File: src/rtl/pra_pkg.sv
// Shared types and constants of the page region allocator.
package pra_pkg;
    localparam int AW = 64;
    localparam int FW = 52;
    localparam int PAGE_SHIFT = 12;
    localparam logic [31:0] CONV_TYPE = 32'd7;
    localparam int NRES = 3;
    localparam logic [1:0] FUNC_OFFER = 2'd0;
    localparam logic [1:0] FUNC_ALLOC = 2'd1;
    localparam logic [1:0] FUNC_QUERY = 2'd2;
    localparam logic [2:0] CFG_LIMIT = 3'd6;

    typedef struct packed {
        logic load;
        logic trim;
        logic finish_offer;
        logic store;
        logic set_full;
        logic check;
        logic read;
        logic grant;
        logic advance;
        logic match;
        logic respond;
    } cmd_t;

    typedef struct packed {
        logic reject;
        logic admitted;
        logic limit_hit;
        logic slot_valid;
        logic slot_room;
        logic hit;
        logic full;
        logic store_full;
    } status_t;
endpackage

File: src/rtl/pra_ctrl.sv
// Controller state machine of the page region allocator.
module pra_ctrl #(
    parameter int MAX_REGIONS = 64
) (
    input  logic                 aclk,
    input  logic                 aresetn,
    input  logic                 in_valid,
    output logic                 in_ready,
    input  logic [1:0]           in_func,
    output logic                 out_valid,
    input  logic                 out_ready,
    input  pra_pkg::status_t     st,
    input  logic [$clog2(MAX_REGIONS+1)-1:0] stored,
    output logic [1:0]           trim_idx,
    output logic [$clog2(MAX_REGIONS+1)-1:0] scan_idx,
    output pra_pkg::cmd_t        cmd
);
    localparam int CW = $clog2(MAX_REGIONS + 1);
    typedef enum logic [3:0] {
        S_IDLE, S_TRIM, S_ROUND, S_STORE, S_ARD, S_AWAIT, S_ACHK,
        S_QRD, S_QWAIT, S_QCMP, S_FIN, S_OUT
    } state_t;
    state_t state_reg;
    logic [1:0] func_reg, tidx_reg;
    logic [CW-1:0] sidx_reg;
    logic out_valid_reg;

    assign in_ready = (state_reg == S_IDLE) && !out_valid_reg;
    assign out_valid = out_valid_reg;
    assign trim_idx = tidx_reg;
    assign scan_idx = sidx_reg;

    always_comb begin
        cmd = '0;
        case (state_reg)
            S_IDLE: cmd.load = in_valid && in_ready;
            S_TRIM: cmd.trim = 1'b1;
            S_ROUND: cmd.finish_offer = 1'b1;
            S_STORE: begin
                cmd.store = !st.reject && !st.full && !st.store_full;
                cmd.set_full = !st.reject && !st.full && st.store_full;
            end
            S_ARD: cmd.read = 1'b1;
            S_AWAIT: cmd.read = 1'b1;
            S_ACHK: begin
                cmd.grant = st.slot_valid && st.slot_room;
                cmd.advance = st.slot_valid && !st.slot_room;
            end
            S_QCMP: cmd.match = 1'b1;
            S_FIN: cmd.respond = 1'b1;
            default: cmd = '0;
        endcase
    end

    always_ff @(posedge aclk) begin
        if (!aresetn) begin
            state_reg <= S_IDLE;
            func_reg <= '0;
            tidx_reg <= '0;
            sidx_reg <= '0;
            out_valid_reg <= 1'b0;
        end else begin
            if (out_valid_reg && out_ready) out_valid_reg <= 1'b0;
            case (state_reg)
                S_IDLE: if (in_valid && in_ready) begin
                    func_reg <= in_func;
                    tidx_reg <= '0;
                    sidx_reg <= '0;
                    case (in_func)
                        pra_pkg::FUNC_OFFER: state_reg <= S_TRIM;
                        pra_pkg::FUNC_ALLOC: state_reg <= S_ARD;
                        pra_pkg::FUNC_QUERY: state_reg <= S_QRD;
                        default: state_reg <= S_FIN;
                    endcase
                end
                S_TRIM: begin
                    tidx_reg <= tidx_reg + 2'd1;
                    if (tidx_reg == 2'd2) state_reg <= S_ROUND;
                end
                S_ROUND: state_reg <= S_STORE;
                S_STORE: state_reg <= S_FIN;
                S_ARD: state_reg <= st.limit_hit ? S_FIN : S_AWAIT;
                S_AWAIT: state_reg <= S_ACHK;
                S_ACHK: state_reg <= (st.slot_valid && !st.slot_room) ? S_ARD : S_FIN;
                S_QRD: state_reg <= (sidx_reg < stored) ? S_QWAIT : S_FIN;
                S_QWAIT: state_reg <= S_QCMP;
                S_QCMP: begin
                    sidx_reg <= sidx_reg + 1'b1;
                    state_reg <= S_QRD;
                end
                S_FIN: state_reg <= S_OUT;
                S_OUT: begin
                    out_valid_reg <= 1'b1;
                    state_reg <= S_IDLE;
                end
                default: state_reg <= S_IDLE;
            endcase
        end
    end
    logic unused_f;
    assign unused_f = ^func_reg ^ st.admitted ^ st.hit;
endmodule

File: config.mk
export PLATFORM = sky130hd
export DESIGN_NAME = pra_ctrl
export DESIGN_NICKNAME = d
export VERILOG_FILES = /design/src/rtl/pra_pkg.sv /design/src/rtl/pra_ctrl.sv
export SDC_FILE = /design/constraint.sdc
export NUM_CORES = 1
export LEC_CHECK = 0
export ABC_CLOCK_PERIOD_IN_PS = 1700
export CAP_MARGIN = 30
export CORE_MARGIN = 5
export CORE_UTILIZATION = 62
export CTS_BUF_LIST = sky130_fd_sc_hd__clkbuf_4 sky130_fd_sc_hd__clkbuf_8 sky130_fd_sc_hd__clkbuf_16
export DETAILED_ROUTE_END_ITERATION = 7
export DONT_BUFFER_PORTS = 1
export PLACE_DENSITY = 0.74
export REMOVE_ABC_BUFFERS = 1
export SKIP_LAST_GASP = 1
export SYNTH_ARGS = -nofsm -noshare
export SYNTH_HDL_FRONTEND = slang
export SYNTH_SLANG_ARGS = --single-unit
File: constraint.sdc
create_clock -name aclk -period 1.7 [get_ports aclk]
set_input_delay 0.255 -clock aclk [delete_from_list [all_inputs] [get_ports aclk]]
set_output_delay 0.255 -clock aclk [all_outputs]
set_load 0.005 [all_outputs]
[Yosys cells after proc, flatten, opt, wreduce, memory -nomap -nowiden]
Cells that the tools add are included.
Word-level totals
  flip-flop bits (word level): 14
  input port bits: 21
  output and inout bits: 22
Cells by class
  add/sub/neg operators: 2
  $lt $le $gt $ge: 1
  eq/ne operators: 16
  muxes and demuxes: 21
  reductions and logical operators: 22
Operators by type and width (number)
  case mux 4 bit (11 select lines): 1
  == test 4 x 3 -> 1 bit (second input constant): 4
  == test 4 bit (second input constant): 4
  2-to-1 mux 4 bit: 4
  case mux 7 bit (2 select lines): 1
  case mux 4 bit (3 select lines): 1
  == test 4 x 2 -> 1 bit (second input constant): 2
  logical AND 1 bit: 8
  2-to-1 mux 1 bit: 8
  2-to-1 mux 2 bit: 4
  adder 7 x 1 -> 7 bit (second input constant): 1
  < comparator 7 bit: 1
  2-to-1 mux 7 bit: 1
  AND reduction 2 bit: 3
  nonzero test 2 bit: 3
  zero test 1 bit: 5
  == test 2 bit (second input constant): 2
  == test 4 x 1 -> 1 bit (second input constant): 1
  zero test 4 bit: 1
  case mux 2 bit (2 select lines): 1
  adder 2 x 1 -> 2 bit (second input constant): 1
  == test 2 x 1 -> 1 bit (second input constant): 1
  zero test 2 bit: 1
  inequality test 2 x 1 -> 1 bit (second input constant): 1
  2 further kinds: 2

[Logic depth before layout (Yosys ltp)]
Gate-level depths: netlist (run 1).
  word-level depth: 5
  gate-level depth with buffers: 6

[Worst setup path before layout (run 1)]
Ideal clock, no wire load.
  path type: register to register
  start point: register state_reg[0]
  end point: register sidx_reg[2], in the netlist scan_idx[2]
  library setup time: 0.116 ns
  arrival: 1.231 ns
  setup slack: 0.354 ns
  cell stages (with the launch flop): 7
  clock period less this slack: 1.346 ns
  cell sequence: dfxtp_1 -> buf_6 -> nor4_4 -> nand3_4 -> nand2_2 -> o211ai_1 -> and3b_1
On the way
  longest elaborated chain between the ends: 5
  elaborated cells between the ends (all ways): 8
Ends and longest elaborated chain
  start, declared: RTL line pra_ctrl.sv:23  | state_t state_reg;
  start signal, assigned: RTL line pra_ctrl.sv:82  | S_ARD: state_reg <= st.limit_hit ? S_FIN : S_AWAIT;
  start signal, assigned: RTL line pra_ctrl.sv:84  | S_ACHK: state_reg <= (st.slot_valid && !st.slot_room) ? S_ARD : S_FIN;
  start signal, assigned: RTL line pra_ctrl.sv:85  | S_QRD: state_reg <= (sidx_reg < stored) ? S_QWAIT : S_FIN;
  zero test 4 bit: RTL line pra_ctrl.sv:28, pra_ctrl.sv:64
  logical AND 1 bit: RTL line pra_ctrl.sv:28  | assign in_ready = (state_reg == S_IDLE) && !out_valid_reg;
  logical AND 1 bit: RTL line pra_ctrl.sv:65  | S_IDLE: if (in_valid && in_ready) begin
  inequality test 2 x 1 -> 1 bit (no line)
  AND reduction 2 bit (no line)
  end signal, assigned: RTL line pra_ctrl.sv:88  | sidx_reg <= sidx_reg + 1'b1;
  end, declared: RTL line pra_ctrl.sv:25  | logic [CW-1:0] sidx_reg;
Several ways; a longest one is shown, not always the timed one.
A chain may end at the register's enable or synchronous reset.

==> results.cfg, run 1 <==
[logic_synthesis]
syn_area_mm2 = 0.00111
synth_flop_cell = dfxtp_1
synth_fa_ha_area_frac = 0.133
synth.avg_cell_area_um2 = 7.47
synth_top_family_by_area = simple AND/OR/NAND/NOR gates
synth_warnings = 0
ys_seq_elements = 14
synth_xor_area_frac = 0
synth_seq_area_share = 0.253
synth.distinct_cells = 41
synthCells = 148
yosys.area_share.simple = 0.296
synth-async-reset-ratio = 0
muxShareOfSynthArea = 0
synth_edf_count = 0
synth-compound-area-share = 0.222

[sta]
max_freq_mhz = 627
finalHoldViolCount = 0
fin_crit_ps = 1590
period_share = 0.938
rsz0062_at_grt = false
setup_violations = 0
setup-tns-final_ps = 0
maxSlewViolCount = 0
hold_slack_ps = 97.4
fin_skew_ps = 3.18

[worst_setup_path]
worst-path-max-fanout = 10
cp-end-kind = primary output
worstSetupStartpointType = flop
crit_type = reg -> out
critPathSlowestCell = dfxtp_1
cpPeakStageDelay_ps = 540
cp.arrival_ps = 1340
cp_top_family = flip-flops
critPathBufInv = 1
crit_chain = and2b_1 -> nand2_2 -> inv_2
critPathRequiredTime_ps = 1440

[global_routing]
grt_usage = 0.190
grt_pass1_wl_um = 3990
grt_max_degree = 13
grt_overflow = 0
grt_pass1_vias = 950
antenna_found_initial = 0

[die]
dieArea_mm2 = 0.00273
start_util = 0.648
core_mm2 = 0.00171
rows = 15
die_x_um = 52.2
pin_count = 43
die_y_um = 52.2

[finish]
regArea_um2 = 283
drive_above_1_share = 0.156
antennaDiodeCount = 0
largest_reg_flops = 7
final_nets = 188
stdcell_area_mm2 = 0.00119
syn_to_final_growth_pct = 8.03
multiInputGateArea_um2 = 727
fillers = 165
final_util = 0.700

[worst_hold_path]
holdCritPathClass = in -> reg

[clock_tree]
numCtsBuffers = 3
clk_path_buf_depth = 2
clock-root-buffer = clkbuf_4
cts.clk_slew.worst_paths_ps = 80
cts_tree = built
clock-sinks = 14
cts_htree_levels = 1
clock_latency_ps = 270
hold_buffers = 0

[routing]
vias = 1034
routed_wl_um = 2450
dr.first_iter.drc_count = 9
routed_via_density = 5.78
remaining_drc_errors = 0
antenna_left = 0
wl_per_cell_um = 13.7
dr.pass1.iters = 4

[power]
p_int_mw = 0.850
combPwrFrac = 0.546
p_leak_nw = 0.515
p_clk_frac = 0.126
seqPwrFrac = 0.327
switching_share = 0.417
powerDensity_mw_per_mm2 = 1220
netSwitchingPower_mw = 0.607
ir_drop_v = 0.000712

[place]
place.gp.congestion = 0.841
detailed_place_hpwl_um = 1990
place_area_mm2 = 0.00115
port_buffers = 0

[job]
drv_cap = 0

[outcome]
status = finished clean
per-layer routing:
layer / GRT usage / part of all wire / vias to the layer above
met5: 0 / 0 / -
met3: 0.0313 / 0.076 / 4
li1: - / - / 526
met1: 0.243 / 0.44 / 466
met2: 0.326 / 0.47 / 38
met4: 0.0511 / 0.012 / 0
power by group through the flow:
stage / registers, mW / clock network (mW) / logic (mW)
floorplan: 0.494 / 0 / 0.497
global placement: 0.475 / 0 / 0.722
detailed placement: 0.477 / 0 / 0.749
CTS: 0.472 / 0.187 / 0.750
global route: 0.488 / 0.204 / 0.883
finish: 0.477 / 0.184 / 0.796
worst paths after layout:
check	start	endpoint	slack (ps)	cells past startpoint
max	state_reg[0]$_SDFFE_PN0P_	cmd[1]	110	3
min reg2reg	scan_idx[6]$_SDFFE_PN0P_	scan_idx[6]$_SDFFE_PN0P_	520	1
max reg2reg	state_reg[1]$_SDFFE_PN0P_	scan_idx[2]$_SDFFE_PN0P_	130	7
min	aresetn	trim_idx[0]$_SDFFE_PN0P_	100	1
layout make-up:
| class | instances | share of cell area |
|---|---|---|
| Tap cell | 25 | 0.0262 |
| Clock buffer | 3 | 0.0188 |
| Inverter | 17 | 0.0534 |
| Multi-Input combinational cell | 111 | 0.608 |
| Timing Repair Buffer | 9 | 0.0565 |
| Sequential cell | 14 | 0.237 |
logic make-up (layout without fill, tap and decap cells):
group	count (synthesis)	count (layout)
AND/OR/NAND/NOR	59	59
flip-flops	14	14
other	1	1
AO/OA/AOI/OAI	39	39
adder cells (fa/ha/maj)	12	12
buffers and inverters	23	29
through the flow:
step	power, mW	instances	worst slack [ps]
finish	1.46	179	105
global route	1.57	179	11.0
CTS	1.41	177	31.7
detailed placement	1.23	174	147
global placement	1.20	174	195
floorplan	0.991	142	273
cell usage after synthesis, types with 2 or more instances:
| master | n | area, um2 |
|---|---|---|
| a21oi_1 | 11 | 55.1 |
| and2_1 | 7 | 43.8 |
| nor2b_1 | 3 | 18.8 |
| o21ai_1 | 4 | 20.0 |
| o22ai_1 | 2 | 12.5 |
| nand2_1 | 14 | 52.6 |
| or2_2 | 2 | 12.5 |
| a31oi_1 | 4 | 25.0 |
| ha_1 | 11 | 138 |
| buf_2 | 3 | 15.0 |
| nand3_1 | 7 | 35.0 |
| o21ai_0 | 5 | 25.0 |
| nor3_1 | 5 | 25.0 |
| nand2_2 | 2 | 12.5 |
| dfxtp_1 | 14 | 280 |
| o211ai_1 | 4 | 30.0 |
| nor2_1 | 9 | 33.8 |
| inv_1 | 16 | 60.1 |
| o21a_1 | 2 | 15.0 |
| nand2b_1 | 2 | 12.5 |
what timing repair did:
item,in CTS,in global routing
setup endpoints to repair,1,3
resized for setup,1,2
pin swaps,0,2
buffers inserted,0,2
layout by cell type, fill, tap and decap left out, types with 5 or more instances in the layout:
cell	count
a21oi_1	11
and2_1	7
nand3_1	7
nand2_1	14
nor3_1	5
dfxtp_1	12
o21ai_0	5
ha_1	11
nor2_1	9
buf_4	9
inv_1	16
(Power assumes the default switching activity.)
==> run 2, diff against run 1 <==
ABC_AREA = 1   (was not set)
==> results.cfg, run 2 <==
[outcome]
status = finished clean

[clock_tree]
cts.clk_slew.worst_paths_ps = 90
clock-root-buffer = clkbuf_4
clock-sinks = 14
clk_path_buf_depth = 2
cts_setup_buffers = 0
hold_buffers = 0
numCtsBuffers = 3
clock_latency_ps = 290
cts_tree = built
cts_htree_levels = 1
cts_resized = 0

[power]
p_leak_nw = 0.632
ir_drop_v = 0.000929
powerDensity_mw_per_mm2 = 1180

[routing]
dr.first_iter.drc_count = 40
vias = 1126
wl_per_cell_um = 11.7
dr.pass1.iters = 4
antenna_left = 0
routed_wl_um = 2470
remaining_drc_errors = 0
routed_via_density = 5.34

[sta]
fin_crit_ps = 1580
period_share = 0.929
fin_skew_ps = 14.1
fin_ws_ps = 120
setup-tns-final_ps = 0
rsz0062_at_grt = false
max_freq_mhz = 633
setup_violations = 0
hold_slack_ps = 97.3
maxSlewViolCount = 0
finalHoldViolCount = 0

[finish]
drive_above_1_share = 0.156
final_common_cell = nand2_1
largest_reg_flops = 7
final_util = 0.707
final_nets = 219
syn_to_final_growth_pct = 6.40
finalNonFillerCells = 211
fillers = 160
antennaDiodeCount = 0
most-common-layout-cells = nand2_1, inv_1, nor2_1

[place]
place.gp.congestion = 0.850
dp_slack_ps = 359
port_buffers = 0
detailed_place_hpwl_um = 2070
dp.cells = 207

[job]
drv_cap = 0

[logic_synthesis]
synth.most_common_cell = nand2_1
synth.avg_cell_area_um2 = 6.48
synth_edf_count = 0
netlist_top_cells_count = nand2_1, inv_1, nor2_1, dfxtp_1, a21oi_1
synth_seq_area_share = 0.239
synth-async-reset-ratio = 0
synth.area.top_cells = dfxtp_1, nand2_1, ha_1, inv_1, nor2_4
syn_area_mm2 = 0.00117
synth.largest_area_cell = dfxtp_1
yosys.area.top_type_share = 0.239
synth_flop_cell = dfxtp_1
synth_warnings = 0
synth.distinct_cells = 28
synthCells = 181
ys_seq_elements = 14

[worst_setup_path]
critPathRequiredTime_ps = 1440
cp.arrival_ps = 1320
reg2reg_from = scan_idx[1]$_SDFFE_PN0P_
cp-startpoint = state_reg[1]$_SDFFE_PN0P_
reg2regPathDepth = 11
worstSetupStartpointType = flop
cp-end-kind = primary output
worst-path-max-fanout = 5
endpoint = cmd[6]
r2r_end = state_reg[1]$_SDFFE_PN0P_
r2r_setup_slack_ps = 350
crit_type = reg -> out

[global_routing]
grt_usage = 0.191
grt_pass1_wl_um = 3980
grt_overflow = 0
antenna_found_initial = 0
grt_max_degree = 10
grt_pass1_vias = 935

[die]
core_mm2 = 0.00176
rows = 15
die_y_um = 53.5
start_util = 0.665
pin_count = 43
die_x_um = 53.5
dieArea_mm2 = 0.00286

[worst_hold_path]
holdCritPathClass = in -> reg
==> run 2: final cells by class <==
type	count	area, um2	share of cell area
inverter	34	130	0.104
sequential	14	280	0.225
clock buffer	4	36.3	0.0291
tap	25	31.3	0.0251
multi-input combinational	132	754	0.605
timing repair buffer	2	15.0	0.0120
==> run 2: kinds of logic after synthesis <==
logic type / after synthesis / share of synthesized area
AND/OR/NAND/NOR: 97 / 0.417
buffers and inverters: 35 / 0.117
AO/OA/AOI/OAI: 23 / 0.106
flip-flops: 14 / 0.239
adder cells (fa/ha/maj): 11 / 0.117
other: 1 / 0.00320
==> run 2: metrics by stage <==
step | area [um2] | power, mW
CTS | 1250 | 1.49
global route | 1250 | 1.62
finish | 1250 | 1.47
floorplan | 1160 | 1.11
detailed placement | 1210 | 1.25
global placement | 1210 | 1.23
==> run 2: per-layer routing <==
layer	part of all wire	up-vias	global-route usage
li1	-	584	-
met2	0.45	47	0.306
met4	0.014	0	0.0894
met3	0.11	4	0.0507
met5	0	-	0
met1	0.42	491	0.235
==> run 2: where the power goes <==
group | switching (mW) | internal, mW
logic | 0.516 | 0.258
registers | 0.0840 | 0.375
clock network | 0.111 | 0.130
==> run 2: worst min path at each step <==
| stage | start | end | slack [ps] | depth (start not counted) |
|---|---|---|---|---|
| after floorplan | aresetn | scan_idx[0]$_SDFFE_PN0P_ | 390 | 2 |
| after global placement | aresetn | scan_idx[6]$_SDFFE_PN0P_ | 400 | 2 |
| after detailed placement | aresetn | scan_idx[3]$_SDFFE_PN0P_ | 400 | 2 |
| after CTS | aresetn | scan_idx[3]$_SDFFE_PN0P_ | 90 | 2 |
| after global routing | aresetn | scan_idx[0]$_SDFFE_PN0P_ | 80 | 2 |
| final | aresetn | scan_idx[0]$_SDFFE_PN0P_ | 100 | 2 |
==> run 2: critical path: stages, from the launching register on <==
cell and delay [ps]:
dfxtp_1 470, nand2_1 110, inv_1 100, nand2_1 90
nor3b_1 270
